<file path="config.mk">
export PLATFORM = sky130hd
export DESIGN_NAME = graph6_adjacency_decoder_unit_flat
export DESIGN_NICKNAME = d
export VERILOG_FILES = /design/src/rtl/gadu_pkg.sv /design/src/rtl/gadu_ifs.sv /design/src/rtl/gadu_front.sv /design/src/rtl/gadu_cmdq.sv /design/src/rtl/gadu_back.sv /design/src/rtl/graph6_adjacency_decoder_unit.sv /design/src/flat_wrapper.sv
export SDC_FILE = /design/constraint.sdc
export NUM_CORES = 1
export LEC_CHECK = 0
export ABC_AREA = 1
export BUFFER_PORTS_ARGS = -buffer_cell sky130_fd_sc_hd__buf_4
export CORE_MARGIN = 2
export CORE_UTILIZATION = 45
export DETAILED_ROUTE_END_ITERATION = 12
export GPL_ROUTABILITY_DRIVEN = 1
export HOLD_SLACK_MARGIN = 0.12
export PLACE_DENSITY_LB_ADDON = 0.2
export SLEW_MARGIN = 15
export SYNTH_ARGS = -nofsm -noshare
export SYNTH_HDL_FRONTEND = slang
export SYNTH_HIERARCHICAL = 1
export SYNTH_SLANG_ARGS = --single-unit
</file>
<file path="constraint.sdc">
create_clock -name i_clk -period 7.3 [get_ports i_clk]
set_clock_uncertainty 0.05 [all_clocks]
set_input_delay 0.365 -clock i_clk [delete_from_list [all_inputs] [get_ports i_clk]]
set_output_delay 0.365 -clock i_clk [all_outputs]
set_load 0.005 [all_outputs]
</file>
<file path="src/rtl/gadu_pkg.sv">
// Types and constants shared by the graph6 decoder modules.
package gadu_pkg;

    localparam int CHAR_W        = 8;
    localparam int KIND_W        = 2;
    localparam int VC_W          = 11;
    localparam int IDX_W         = 10;
    localparam int ERR_W         = 2;
    localparam int ACC_W         = 36;
    localparam int CNT_W         = 17;
    localparam int PAIR_W        = 2 * CNT_W;
    localparam int BITS_PER_CHAR = 6;
    localparam int HPOS_W        = 3;
    localparam int NBITS_W       = 3;
    localparam int CMDQ_DEPTH    = 2;

    localparam logic [CHAR_W-1:0]        CODE_BIAS    = 8'd63;
    localparam logic [CHAR_W-1:0]        CODE_TOP     = 8'd126;
    localparam logic [CHAR_W-1:0]        CHAR_COLON   = 8'h3A;
    localparam logic [CHAR_W-1:0]        CHAR_AMP     = 8'h26;
    localparam logic [BITS_PER_CHAR-1:0] ESCAPE_VALUE = 6'd63;

    typedef enum logic [1:0] {
        PH_HEADER = 2'd0,
        PH_LONG   = 2'd1,
        PH_DATA   = 2'd2,
        PH_IDLE   = 2'd3
    } t_phase;

    typedef enum logic [KIND_W-1:0] {
        KIND_SIZE  = 2'd0,
        KIND_EDGE  = 2'd1,
        KIND_ERROR = 2'd2
    } t_kind;

    typedef enum logic [ERR_W-1:0] {
        ERR_NONE      = 2'd0,
        ERR_BAD_CHAR  = 2'd1,
        ERR_TOO_LARGE = 2'd2,
        ERR_PREFIX    = 2'd3
    } t_err;

    // Work item handed from the front end to the back end.
    typedef struct packed {
        logic                     is_data;
        t_kind                    kind;
        t_err                     err;
        logic [CNT_W-1:0]         count;
        logic [BITS_PER_CHAR-1:0] bits;
        logic [NBITS_W-1:0]       nbits;
        logic                     last_char;
    } t_cmd;

    typedef struct packed {
        t_kind            kind;
        logic [VC_W-1:0]  vertex_count;
        logic [IDX_W-1:0] row;
        logic [IDX_W-1:0] col;
        logic             present;
        t_err             error_code;
        logic             last_in_run;
        logic             graph_done;
    } t_res;

endpackage

</file>
<file path="src/rtl/gadu_ifs.sv">
// Handshake interfaces for the character input and the result output.
interface gadu_char_if;
    import gadu_pkg::*;

    logic              valid;
    logic              ready;
    logic [CHAR_W-1:0] char_code;
    logic              new_graph;

    modport source (output valid, output char_code, output new_graph, input ready);
    modport sink   (input valid, input char_code, input new_graph, output ready);
endinterface

interface gadu_res_if;
    import gadu_pkg::*;

    logic              valid;
    logic              ready;
    logic [KIND_W-1:0] kind;
    logic [VC_W-1:0]   vertex_count;
    logic [IDX_W-1:0]  row;
    logic [IDX_W-1:0]  col;
    logic              present;
    logic [ERR_W-1:0]  error_code;
    logic              last_in_run;
    logic              graph_done;

    modport source (output valid, output kind, output vertex_count, output row, output col,
                    output present, output error_code, output last_in_run,
                    output graph_done, input ready);
    modport sink   (input valid, input kind, input vertex_count, input row, input col,
                    input present, input error_code, input last_in_run,
                    input graph_done, output ready);
endinterface

</file>
<file path="src/rtl/gadu_front.sv">
// Front end: header parsing, character checks and data-bit budgeting.
module gadu_front #(
    parameter int MAX_VERTICES = 1024
) (
    input  logic                      i_clk,
    input  logic                      i_rst_n,
    input  logic                      i_valid,
    output logic                      o_ready,
    input  logic [gadu_pkg::CHAR_W-1:0] i_char_code,
    input  logic                      i_new_graph,
    input  logic                      i_full,
    output logic                      o_push,
    output gadu_pkg::t_cmd            o_cmd
);
    import gadu_pkg::*;

    t_phase              r_phase, n_phase;
    logic [HPOS_W-1:0]   r_hpos, n_hpos;
    logic [ACC_W-1:0]    r_acc, n_acc;
    logic [PAIR_W-1:0]   r_bits_left, n_bits_left;

    logic                     accept;
    t_phase                   ph_e;
    logic [HPOS_W-1:0]        hp_e;
    logic [ACC_W-1:0]         acc_e;
    logic [ACC_W-1:0]         acc_shift;
    logic [BITS_PER_CHAR-1:0] v;
    logic                     bad;
    logic                     prefix;
    logic                     do_finish;
    logic [ACC_W-1:0]         fin_n;
    logic [CNT_W-1:0]         fin_cnt;
    logic [CNT_W-1:0]         fin_cnt_m1;
    logic [PAIR_W-1:0]        prod;

    assign o_ready = !i_full;
    assign accept  = i_valid && !i_full;

    always_comb begin
        ph_e      = i_new_graph ? PH_HEADER : r_phase;
        hp_e      = i_new_graph ? '0 : r_hpos;
        acc_e     = i_new_graph ? '0 : r_acc;
        v         = BITS_PER_CHAR'(i_char_code - CODE_BIAS);
        bad       = (i_char_code < CODE_BIAS) || (i_char_code > CODE_TOP);
        prefix    = (i_char_code == CHAR_COLON) || (i_char_code == CHAR_AMP);
        acc_shift = {acc_e[ACC_W-BITS_PER_CHAR-1:0], v};
        fin_n     = (ph_e == PH_HEADER && hp_e == '0) ? ACC_W'(v) : acc_shift;
        fin_cnt    = fin_n[CNT_W-1:0];
        fin_cnt_m1 = fin_cnt - CNT_W'(1);
        prod       = PAIR_W'(fin_cnt) * PAIR_W'(fin_cnt_m1);

        n_phase     = r_phase;
        n_hpos      = r_hpos;
        n_acc       = r_acc;
        n_bits_left = r_bits_left;
        o_push      = 1'b0;
        o_cmd       = '0;
        do_finish   = 1'b0;

        if (accept && ph_e != PH_IDLE) begin
            n_phase = ph_e;
            n_hpos  = hp_e;
            n_acc   = acc_e;
            if (ph_e == PH_HEADER && hp_e == '0 && prefix) begin
                o_push    = 1'b1;
                o_cmd.kind = KIND_ERROR;
                o_cmd.err  = ERR_PREFIX;
                n_phase   = PH_IDLE;
            end else if (bad) begin
                o_push    = 1'b1;
                o_cmd.kind = KIND_ERROR;
                o_cmd.err  = ERR_BAD_CHAR;
                n_phase   = PH_IDLE;
            end else begin
                case (ph_e)
                    PH_HEADER: begin
                        if (hp_e == HPOS_W'(0)) begin
                            if (v != ESCAPE_VALUE) do_finish = 1'b1;
                            else n_hpos = HPOS_W'(1);
                        end else if (hp_e == HPOS_W'(1)) begin
                            if (v == ESCAPE_VALUE) begin
                                n_phase = PH_LONG;
                                n_hpos  = '0;
                                n_acc   = '0;
                            end else begin
                                n_acc  = ACC_W'(v);
                                n_hpos = HPOS_W'(2);
                            end
                        end else begin
                            n_acc = acc_shift;
                            if (hp_e >= HPOS_W'(3)) do_finish = 1'b1;
                            else n_hpos = hp_e + HPOS_W'(1);
                        end
                    end
                    PH_LONG: begin
                        n_acc = acc_shift;
                        if (hp_e >= HPOS_W'(5)) do_finish = 1'b1;
                        else n_hpos = hp_e + HPOS_W'(1);
                    end
                    PH_DATA: begin
                        o_push        = 1'b1;
                        o_cmd.is_data = 1'b1;
                        o_cmd.kind    = KIND_EDGE;
                        o_cmd.bits    = v;
                        if (r_bits_left <= PAIR_W'(BITS_PER_CHAR)) begin
                            o_cmd.nbits     = NBITS_W'(r_bits_left);
                            o_cmd.last_char = 1'b1;
                            n_phase         = PH_IDLE;
                        end else begin
                            o_cmd.nbits = NBITS_W'(BITS_PER_CHAR);
                            n_bits_left = r_bits_left - PAIR_W'(BITS_PER_CHAR);
                        end
                    end
                    default: ;
                endcase
            end

            if (do_finish) begin
                o_push = 1'b1;
                if (fin_n > ACC_W'(MAX_VERTICES)) begin
                    o_cmd.kind = KIND_ERROR;
                    o_cmd.err  = ERR_TOO_LARGE;
                    n_phase    = PH_IDLE;
                end else begin
                    o_cmd.kind  = KIND_SIZE;
                    o_cmd.count = fin_cnt;
                    n_hpos      = '0;
                    n_bits_left = prod >> 1;
                    n_phase     = (fin_cnt < CNT_W'(2)) ? PH_IDLE : PH_DATA;
                end
            end
        end
    end

    always_ff @(posedge i_clk) begin
        if (!i_rst_n) begin
            r_phase     <= PH_HEADER;
            r_hpos      <= '0;
            r_acc       <= '0;
            r_bits_left <= '0;
        end else begin
            r_phase     <= n_phase;
            r_hpos      <= n_hpos;
            r_acc       <= n_acc;
            r_bits_left <= n_bits_left;
        end
    end

endmodule

</file>
<file path="src/rtl/gadu_cmdq.sv">
// Short command queue between the front end and the back end.
module gadu_cmdq (
    input  logic           i_clk,
    input  logic           i_rst_n,
    input  logic           i_push,
    input  gadu_pkg::t_cmd i_cmd,
    output logic           o_full,
    output logic           o_valid,
    output gadu_pkg::t_cmd o_cmd,
    input  logic           i_pop
);
    import gadu_pkg::*;

    localparam int PTR_W = (CMDQ_DEPTH > 1) ? $clog2(CMDQ_DEPTH) : 1;
    localparam int FILL_W = $clog2(CMDQ_DEPTH + 1);

    t_cmd              r_mem [CMDQ_DEPTH];
    logic [PTR_W-1:0]  r_wr, n_wr;
    logic [PTR_W-1:0]  r_rd, n_rd;
    logic [FILL_W-1:0] r_fill, n_fill;
    logic              do_pop;

    assign o_full  = (r_fill == FILL_W'(CMDQ_DEPTH));
    assign o_valid = (r_fill != '0);
    assign o_cmd   = r_mem[r_rd];
    assign do_pop  = i_pop && o_valid;

    always_comb begin
        n_wr   = r_wr;
        n_rd   = r_rd;
        n_fill = r_fill;
        if (i_push) begin
            n_wr = (r_wr == PTR_W'(CMDQ_DEPTH - 1)) ? '0 : r_wr + PTR_W'(1);
        end
        if (do_pop) begin
            n_rd = (r_rd == PTR_W'(CMDQ_DEPTH - 1)) ? '0 : r_rd + PTR_W'(1);
        end
        if (i_push && !do_pop) n_fill = r_fill + FILL_W'(1);
        else if (!i_push && do_pop) n_fill = r_fill - FILL_W'(1);
    end

    always_ff @(posedge i_clk) begin
        if (!i_rst_n) begin
            r_wr   <= '0;
            r_rd   <= '0;
            r_fill <= '0;
        end else begin
            r_wr   <= n_wr;
            r_rd   <= n_rd;
            r_fill <= n_fill;
        end
    end

    always_ff @(posedge i_clk) begin
        if (i_push) r_mem[r_wr] <= i_cmd;
    end

endmodule

</file>
<file path="src/rtl/gadu_back.sv">
// Back end: expands commands into results, walking the upper triangle.
module gadu_back (
    input  logic           i_clk,
    input  logic           i_rst_n,
    input  logic           i_valid,
    input  gadu_pkg::t_cmd i_cmd,
    output logic           o_pop,
    output logic           o_valid,
    input  logic           i_ready,
    output gadu_pkg::t_res o_res
);
    import gadu_pkg::*;

    logic               r_valid, n_valid;
    t_res               r_res, n_res;
    logic [NBITS_W-1:0] r_pos, n_pos;
    logic [CNT_W-1:0]   r_row, n_row;
    logic [CNT_W-1:0]   r_col, n_col;
    logic [CNT_W-1:0]   r_n, n_n;

    logic load;
    logic last_bit;

    assign o_valid = r_valid;
    assign o_res   = r_res;

    always_comb begin
        load     = i_valid && (!r_valid || i_ready);
        last_bit = (r_pos == i_cmd.nbits - NBITS_W'(1));

        n_valid = r_valid && !i_ready;
        n_res   = r_res;
        n_pos   = r_pos;
        n_row   = r_row;
        n_col   = r_col;
        n_n     = r_n;
        o_pop   = 1'b0;

        if (load) begin
            n_valid = 1'b1;
            n_res   = '0;
            if (!i_cmd.is_data) begin
                o_pop             = 1'b1;
                n_res.kind        = i_cmd.kind;
                n_res.error_code  = i_cmd.err;
                n_res.vertex_count = VC_W'(i_cmd.count);
                n_res.last_in_run = 1'b1;
                if (i_cmd.kind == KIND_SIZE) begin
                    n_n   = i_cmd.count;
                    n_row = '0;
                    n_col = CNT_W'(1);
                end
            end else begin
                n_res.kind         = KIND_EDGE;
                n_res.vertex_count = VC_W'(r_n);
                n_res.row          = IDX_W'(r_row);
                n_res.col          = IDX_W'(r_col);
                n_res.present      = i_cmd.bits[NBITS_W'(BITS_PER_CHAR - 1) - r_pos];
                n_res.last_in_run  = last_bit;
                n_res.graph_done   = last_bit && i_cmd.last_char;
                // column-ordered walk: finish column, then start the next one at row 0
                if (r_row + CNT_W'(1) == r_col) begin
                    n_col = r_col + CNT_W'(1);
                    n_row = '0;
                end else begin
                    n_row = r_row + CNT_W'(1);
                end
                if (last_bit) begin
                    o_pop = 1'b1;
                    n_pos = '0;
                end else begin
                    n_pos = r_pos + NBITS_W'(1);
                end
            end
        end
    end

    always_ff @(posedge i_clk) begin
        if (!i_rst_n) begin
            r_valid <= 1'b0;
            r_pos   <= '0;
            r_row   <= '0;
            r_col   <= CNT_W'(1);
            r_n     <= '0;
        end else begin
            r_valid <= n_valid;
            r_pos   <= n_pos;
            r_row   <= n_row;
            r_col   <= n_col;
            r_n     <= n_n;
        end
    end

    always_ff @(posedge i_clk) begin
        r_res <= n_res;
    end

endmodule

</file>
<file path="src/rtl/graph6_adjacency_decoder_unit.sv">
// Path: a result is valid once its character has been written to the queue and then
// loaded into the output register.
// Throughput: one character per cycle while the two-entry queue has room; results
// leave at one per cycle while the output is ready, and a data character gives up to six results.
// Reset: synchronous, active low; clears decoder state, queue and output valid.
module graph6_adjacency_decoder_unit #(
    parameter int MAX_VERTICES = 1024
) (
    input  logic         i_clk,
    input  logic         i_rst_n,
    gadu_char_if.sink    i_in,
    gadu_res_if.source   o_out
);
    import gadu_pkg::*;

    logic push;
    t_cmd push_cmd;
    logic q_full;
    logic q_valid;
    t_cmd q_cmd;
    logic q_pop;
    t_res res;

    gadu_front #(
        .MAX_VERTICES(MAX_VERTICES)
    ) u_front (
        .i_clk       (i_clk),
        .i_rst_n     (i_rst_n),
        .i_valid     (i_in.valid),
        .o_ready     (i_in.ready),
        .i_char_code (i_in.char_code),
        .i_new_graph (i_in.new_graph),
        .i_full      (q_full),
        .o_push      (push),
        .o_cmd       (push_cmd)
    );

    gadu_cmdq u_cmdq (
        .i_clk   (i_clk),
        .i_rst_n (i_rst_n),
        .i_push  (push),
        .i_cmd   (push_cmd),
        .o_full  (q_full),
        .o_valid (q_valid),
        .o_cmd   (q_cmd),
        .i_pop   (q_pop)
    );

    gadu_back u_back (
        .i_clk   (i_clk),
        .i_rst_n (i_rst_n),
        .i_valid (q_valid),
        .i_cmd   (q_cmd),
        .o_pop   (q_pop),
        .o_valid (o_out.valid),
        .i_ready (o_out.ready),
        .o_res   (res)
    );

    assign o_out.kind         = res.kind;
    assign o_out.vertex_count = res.vertex_count;
    assign o_out.row          = res.row;
    assign o_out.col          = res.col;
    assign o_out.present      = res.present;
    assign o_out.error_code   = res.error_code;
    assign o_out.last_in_run  = res.last_in_run;
    assign o_out.graph_done   = res.graph_done;

endmodule

</file>
<file path="src/flat_wrapper.sv">
// flat-port wrapper written by rule: the top's interface ports become plain ports
module graph6_adjacency_decoder_unit_flat import gadu_pkg::*;
#(
    parameter int MAX_VERTICES = 1024
)
  (i_clk, i_rst_n, i_in_valid, i_in_char_code, i_in_new_graph, i_in_ready, o_out_valid, o_out_kind, o_out_vertex_count, o_out_row, o_out_col, o_out_present, o_out_error_code, o_out_last_in_run, o_out_graph_done, o_out_ready);
  gadu_char_if i_in_i ();
  gadu_res_if o_out_i ();
  input  logic i_clk;
  input  logic i_rst_n;
  input wire logic [$bits(i_in_i.valid)-1:0] i_in_valid;
  input wire logic [$bits(i_in_i.char_code)-1:0] i_in_char_code;
  input wire logic [$bits(i_in_i.new_graph)-1:0] i_in_new_graph;
  output wire logic [$bits(i_in_i.ready)-1:0] i_in_ready;
  output wire logic [$bits(o_out_i.valid)-1:0] o_out_valid;
  output wire logic [$bits(o_out_i.kind)-1:0] o_out_kind;
  output wire logic [$bits(o_out_i.vertex_count)-1:0] o_out_vertex_count;
  output wire logic [$bits(o_out_i.row)-1:0] o_out_row;
  output wire logic [$bits(o_out_i.col)-1:0] o_out_col;
  output wire logic [$bits(o_out_i.present)-1:0] o_out_present;
  output wire logic [$bits(o_out_i.error_code)-1:0] o_out_error_code;
  output wire logic [$bits(o_out_i.last_in_run)-1:0] o_out_last_in_run;
  output wire logic [$bits(o_out_i.graph_done)-1:0] o_out_graph_done;
  input wire logic [$bits(o_out_i.ready)-1:0] o_out_ready;
  assign i_in_i.valid = i_in_valid;
  assign i_in_i.char_code = i_in_char_code;
  assign i_in_i.new_graph = i_in_new_graph;
  assign i_in_ready = i_in_i.ready;
  assign o_out_valid = o_out_i.valid;
  assign o_out_kind = o_out_i.kind;
  assign o_out_vertex_count = o_out_i.vertex_count;
  assign o_out_row = o_out_i.row;
  assign o_out_col = o_out_i.col;
  assign o_out_present = o_out_i.present;
  assign o_out_error_code = o_out_i.error_code;
  assign o_out_last_in_run = o_out_i.last_in_run;
  assign o_out_graph_done = o_out_i.graph_done;
  assign o_out_i.ready = o_out_ready;
  graph6_adjacency_decoder_unit #(.MAX_VERTICES(MAX_VERTICES)) u_core (.i_clk(i_clk), .i_rst_n(i_rst_n), .i_in(i_in_i), .o_out(o_out_i));
endmodule
</file>
# Word level (Yosys, flattened, before mapping)
# Memory sizes are Yosys's and may differ from the RTL's. A register that Yosys moved wholly into a read port is not among the register bits.
# Index checks and enable logic that the tools add are counted.
# Widths: inputs -> output; s select.
[word_totals]
regBits = 166
output_inout_bits = 40
memories = 1
word_cells = 173
in_bits = 13
mem_bits_rw = 64
[mem_list]
columns = ["memory", "depth", "width", "rd", "rd_clocked_by_memory_dff", "wr", "line", "text"]
rows = [
  ["u_core.u_cmdq.r_mem", 2, 32, 1, 1, 1, "gadu_cmdq.sv:17", "t_cmd r_mem [CMDQ_DEPTH];"],
]
[classes]
n_addsub = 13
magnitude_cmp = 8
eq_ne = 12
bitwise_logic = 1
n_reduce_logical = 28
n_mux = 89
multipliers = 1
[ops]
columns = ["op", "count"]
rows = [
  ["$mux 36", 6],
  ["$mux 34", 6],
  ["$mux 17", 7],
  ["$pmux 36 s2", 1],
  ["$mux 3", 13],
  ["$gt 36x11->1 const B", 1],
  ["$add 17x1->17 const B", 2],
  ["$le 34x3->1 const B", 1],
  ["$mul 17x17->34", 1],
  ["$sub 34x3->34 const B", 1],
  ["$mux 32", 1],
  ["$mux 1", 30],
  ["$mux 10", 3],
  ["$mux 2", 14],
  ["$mux 21", 1],
  ["$eq 17x17->1", 1],
  ["$lt 17x2->1 const B", 1],
  ["$sub 17x1->17 const B", 1],
  ["$eq 8x6->1 const B", 2],
  ["$mux 11", 1],
  ["$logic_and 1x1->1", 10],
  ["$gt 8x7->1 const B", 1],
  ["$lt 8x6->1 const B", 1],
  ["$add 3x1->3 const B", 2],
  ["other kinds (31)", 44],
]

# Depth between registers and ports, before layout
[logic_depth]
ltp_word = 15
depth_mapped = 47
depth_no_buf = 45

# Hierarchy
# Netlist, hierarchy kept.
[by_module_without_submodules]
columns = ["module", "n_inst", "cells_per_inst", "seq_area_each_um2", "area_each_um2"]
rows = [
  ["gadu_front", 1, 2273, 1381.3, 15334.7],
  ["gadu_back", 1, 627, 2122.0, 4699.5],
  ["gadu_cmdq", 1, 136, 2021.9, 2701.3],
]

# Worst setup path after synthesis
# Ideal clock, no wire load.
[synth_path]
path_type = "input to register"
startpoint = "in i_in_char_code[0]"
endpoint = "reg u_core.u_front.r_bits_left[30]"
slack_ns = -0.426
cell_stages = 35
path_buffers = 4
required_ns = 7.133
t_arrival_ns = 7.558
path_cell_list = "buf_4 -> clkbuf_1 -> inv_1 -> ha_1 -> clkbuf_1 -> inv_1 -> nor3_1 -> nand2_1 -> nor2_1 -> nand2_1 -> nor2_2 -> nand3_1 -> ha_1 -> clkbuf_1 -> inv_1 -> nand2_1 -> fa_1 -> fa_1 -> inv_1 -> fa_1 -> fa_1 -> fa_1 -> inv_1 -> fa_1 -> inv_1 -> ha_1 -> a21oi_1 -> o21ai_0 -> a21oi_1 -> nor2_1 -> nor2_1 -> o21ai_0 -> nand2_1 -> nor3b_1 -> nor2_1"
[synth_via]
elab_chain_len = 9
elab_cells_between_ends = 23
[synth_lines]
columns = ["element", "line", "text"]
rows = [
  ["start, declared", "flat_wrapper.sv:12", "input wire logic [$bits(i_in_i.char_code)-1:0] i_in_char_code;"],
  ["parallel branches: the longest is 8 deep, another holds $mul 17x17->34", "n/a", ""],
  ["$mux 34 *", "gadu_front.sv:118", "if (do_finish) begin"],
  ["end signal, assigned", "gadu_front.sv:145", "r_bits_left <= n_bits_left;"],
  ["end, declared", "gadu_front.sv:20", "logic [PAIR_W-1:0] r_bits_left, n_bits_left;"],
]
# Every way passes the cells marked *. The select of a mux whose other input is x is not followed.
# A chain may end at the register's enable or synchronous reset.

# Final worst setup path
[layout_path]
startpoint = "reg u_core.u_front.r_hpos[1]"
endpoint = "reg u_core.u_front.r_bits_left[29]"
[layout_via]
elab_chain_len = 10
elab_cells_between_ends = 22
[layout_lines]
columns = ["element", "line", "text"]
rows = [
  ["start, declared", "gadu_front.sv:18", "logic [HPOS_W-1:0] r_hpos, n_hpos;"],
  ["start signal, assigned", "gadu_front.sv:143", "r_hpos <= n_hpos;"],
  ["$mux 3 *", "gadu_front.sv:41", "hp_e = i_new_graph ? '0 : r_hpos;"],
  ["parallel branches: the longest is 8 deep, another holds $mul 17x17->34", "n/a", ""],
  ["$mux 34 *", "gadu_front.sv:118", ""],
]
# Marks and branches as above.

==> impl_metrics.toml <==
[status]
outcome = "complete, no violations"

[timing]
worst_pin_slew_ns = 1.062
hold_violations = 0
finalCriticalPeriod_ns = 7.072
fin_crit_sh = 0.9687
timing.final.ws_setup_ns = 0.2283
slew_headroom = 0.2877
fmax_ghz = 0.1414
finalSetupViolCount = 0
final_max_slew_viol_count = 0
setup_tns_ns = 0

[pwr]
fin_total_pwr_mw = 5.501
ir_drop_mv = 0.1865
power_density_nw_per_um2 = 206.7
power_leakage_nw = 13.01

[layout]
seqCellArea_um2 = 5165
num-fill-cells = 4653
area_growth_syn_to_layout_pct = 19.65
stdcell_area_um2 = 26610
drive_gt1_frac = 0.1837
multi_input_area_um2 = 15040
diodes = 0
fin_nets = 3621
layoutNonFillerInstCount = 3936

[detailed_routing]
wirelength_mm = 69.28
viasPerCell = 5.227
dr.first_iter.drc_count = 1824
wl_per_cell_um = 17.60
vias = 20570
drtPass1Iterations = 5
drtAntennaViolNets = 0
drc = 0

[global_route]
grt_pass1_vias = 20240
overflow = 0
antenna_found_initial = 0
grt_pass1_wl_mm = 110.4
gr-usage-all-layers = 0.2767
grt_max_degree = 66

[worst_setup_path]
cp-start-kind = "register"
crit_type = "register to register"
critPathMaxFanout = 5
cp_num_buf_inv = 11
arrival_ns = 7.50
worstSetupEndpointType = "register"
critPathTopFamily = "adder cells"
cpMaxStageDelayCell = "fa_1"
max_stage_delay_ns = 0.60
worstPathRequired_ns = 7.73

[synth]
syn_area_um2 = 22240
syn_inst = 3011
avgSynthCellArea_um2 = 7.385
yosysWarnings = 6
synth_nets = 3379

[place]
dp_slack_ns = -0.6644
hpwlAfterDp_mm = 54.94
port_buffers = 52
placed_area_um2 = 24870
gp_congestion = 0.9696
dp_cells = 3868

[floorplan]
boundaryPins = 53
start_util = 0.4552
die_h_um = 226.3
dieArea_um2 = 51210
core.rowCount = 81
die_w_um = 226.3
core_um2 = 48850

[clocking]
cts_tree = "done"
clock-root-buffer = "clkbuf_16"
htreeDepth = 1
path_clk_slew_ns = 0.06
cts.sinks = 213
worstSkewPairLatency_ns = 0.56
cts.path.max_buffers = 3
cts_buffers = 25

[min_path]
hold_path_class = "primary input to register"

[run]
max_cap_violations = 0
worst register-to-register path: cells and delay by family, from the launching register on:
kind,cells,cell delay [ns]
buf+inv,11,0.89
simple gates,21,2.00
flops,1,0.30
fa+ha+maj,8,3.60
compound gates,1,0.15
final cells by class:
cell class / count / share of cell area
Clock buffer: 30 / 0.02460
Clock inverter: 16 / 0.006255
Inverter: 607 / 0.08573
Multi-Input combinational cell: 2093 / 0.5654
Timing Repair Buffer: 313 / 0.09269
Tap cell: 664 / 0.03123
Sequential cell: 213 / 0.1941
layer usage:
layer / up-vias / track usage / part of all wire
li1: 9786 / - / -
met4: 0 / 0.08001 / 0.029
met2: 738 / 0.4616 / 0.47
met3: 125 / 0.03188 / 0.067
met5: - / 0 / 0
met1: 9924 / 0.3790 / 0.43
cells in the final DEF, fill, tap and decap left out, types with 90 or more instances in the layout:
cell and n:
inv_1 566, edfxtp_1 90, o21ai_0 90, fa_1 215, a21oi_1 111, nand3_1 140, dfxtp_1 123, nor2_1 312
buf_4 298, ha_1 110, nand2_1 703
per-stage QoR:
step	hold WS, ns	util
4_1_cts	0.2457	0.5311
2_1_floorplan	0.3739	-
3_3_place_gp	0.3845	0.5089
5_1_grt	0.2875	0.5446
6_report	0.2803	0.5446
3_5_place_dp	0.3925	0.5090
final timing paths:
| path | to | cells after the start | slack [ns] | startpoint |
|---|---|---|---|---|
| hold reg to reg | u_core/u_back/r_n[4] | 2 | 0.40 | u_core/u_back/r_n[4] |
| setup reg to reg | u_core/u_front/r_bits_left[29] | 41 | 0.23 | u_core/u_front/r_hpos[1] |
| hold / removal | u_core/u_front/r_acc[0] | 5 | 0.28 | i_in_new_graph |
| setup / recovery | u_core/u_front/r_bits_left[29] | 41 | 0.23 | u_core/u_front/r_hpos[1] |
report_power, final:
part           internal [mW]  switching, mW  leakage, nW
logic                  0.986           1.60         10.7
clock network          0.747          0.514        0.403
registers               1.54          0.112         1.87
total                   3.27           2.23         13.0
what timing repair did:
action,CTS,global route
hold buffers,1,0
pin swaps,16,98
hold endpoints to repair,1,0
buffers inserted,7,14
cloned,0,0
gates resized for setup,45,152
endpoints found under the setup margin,19,22
flip-flops by register name, summed over array words and instances (netlist names), named ones only:
name                        flops
u_core/u_cmdq/r_fill            2
u_core/u_front/r_hpos           3
u_core/u_back/r_pos             3
u_core/u_back/o_valid           1
u_core/u_back/r_n              11
u_core/u_front/r_acc           30
u_core/u_back/o_res            38
u_core/u_back/r_col            17
u_core/u_front/r_phase          2
u_core/u_back/r_row            17
u_core/u_front/r_bits_left     34
u_core/u_cmdq/r_mem            52
u_core/u_cmdq/r_rd              1
u_core/u_cmdq/r_wr              1
(Power assumes the default switching activity.)
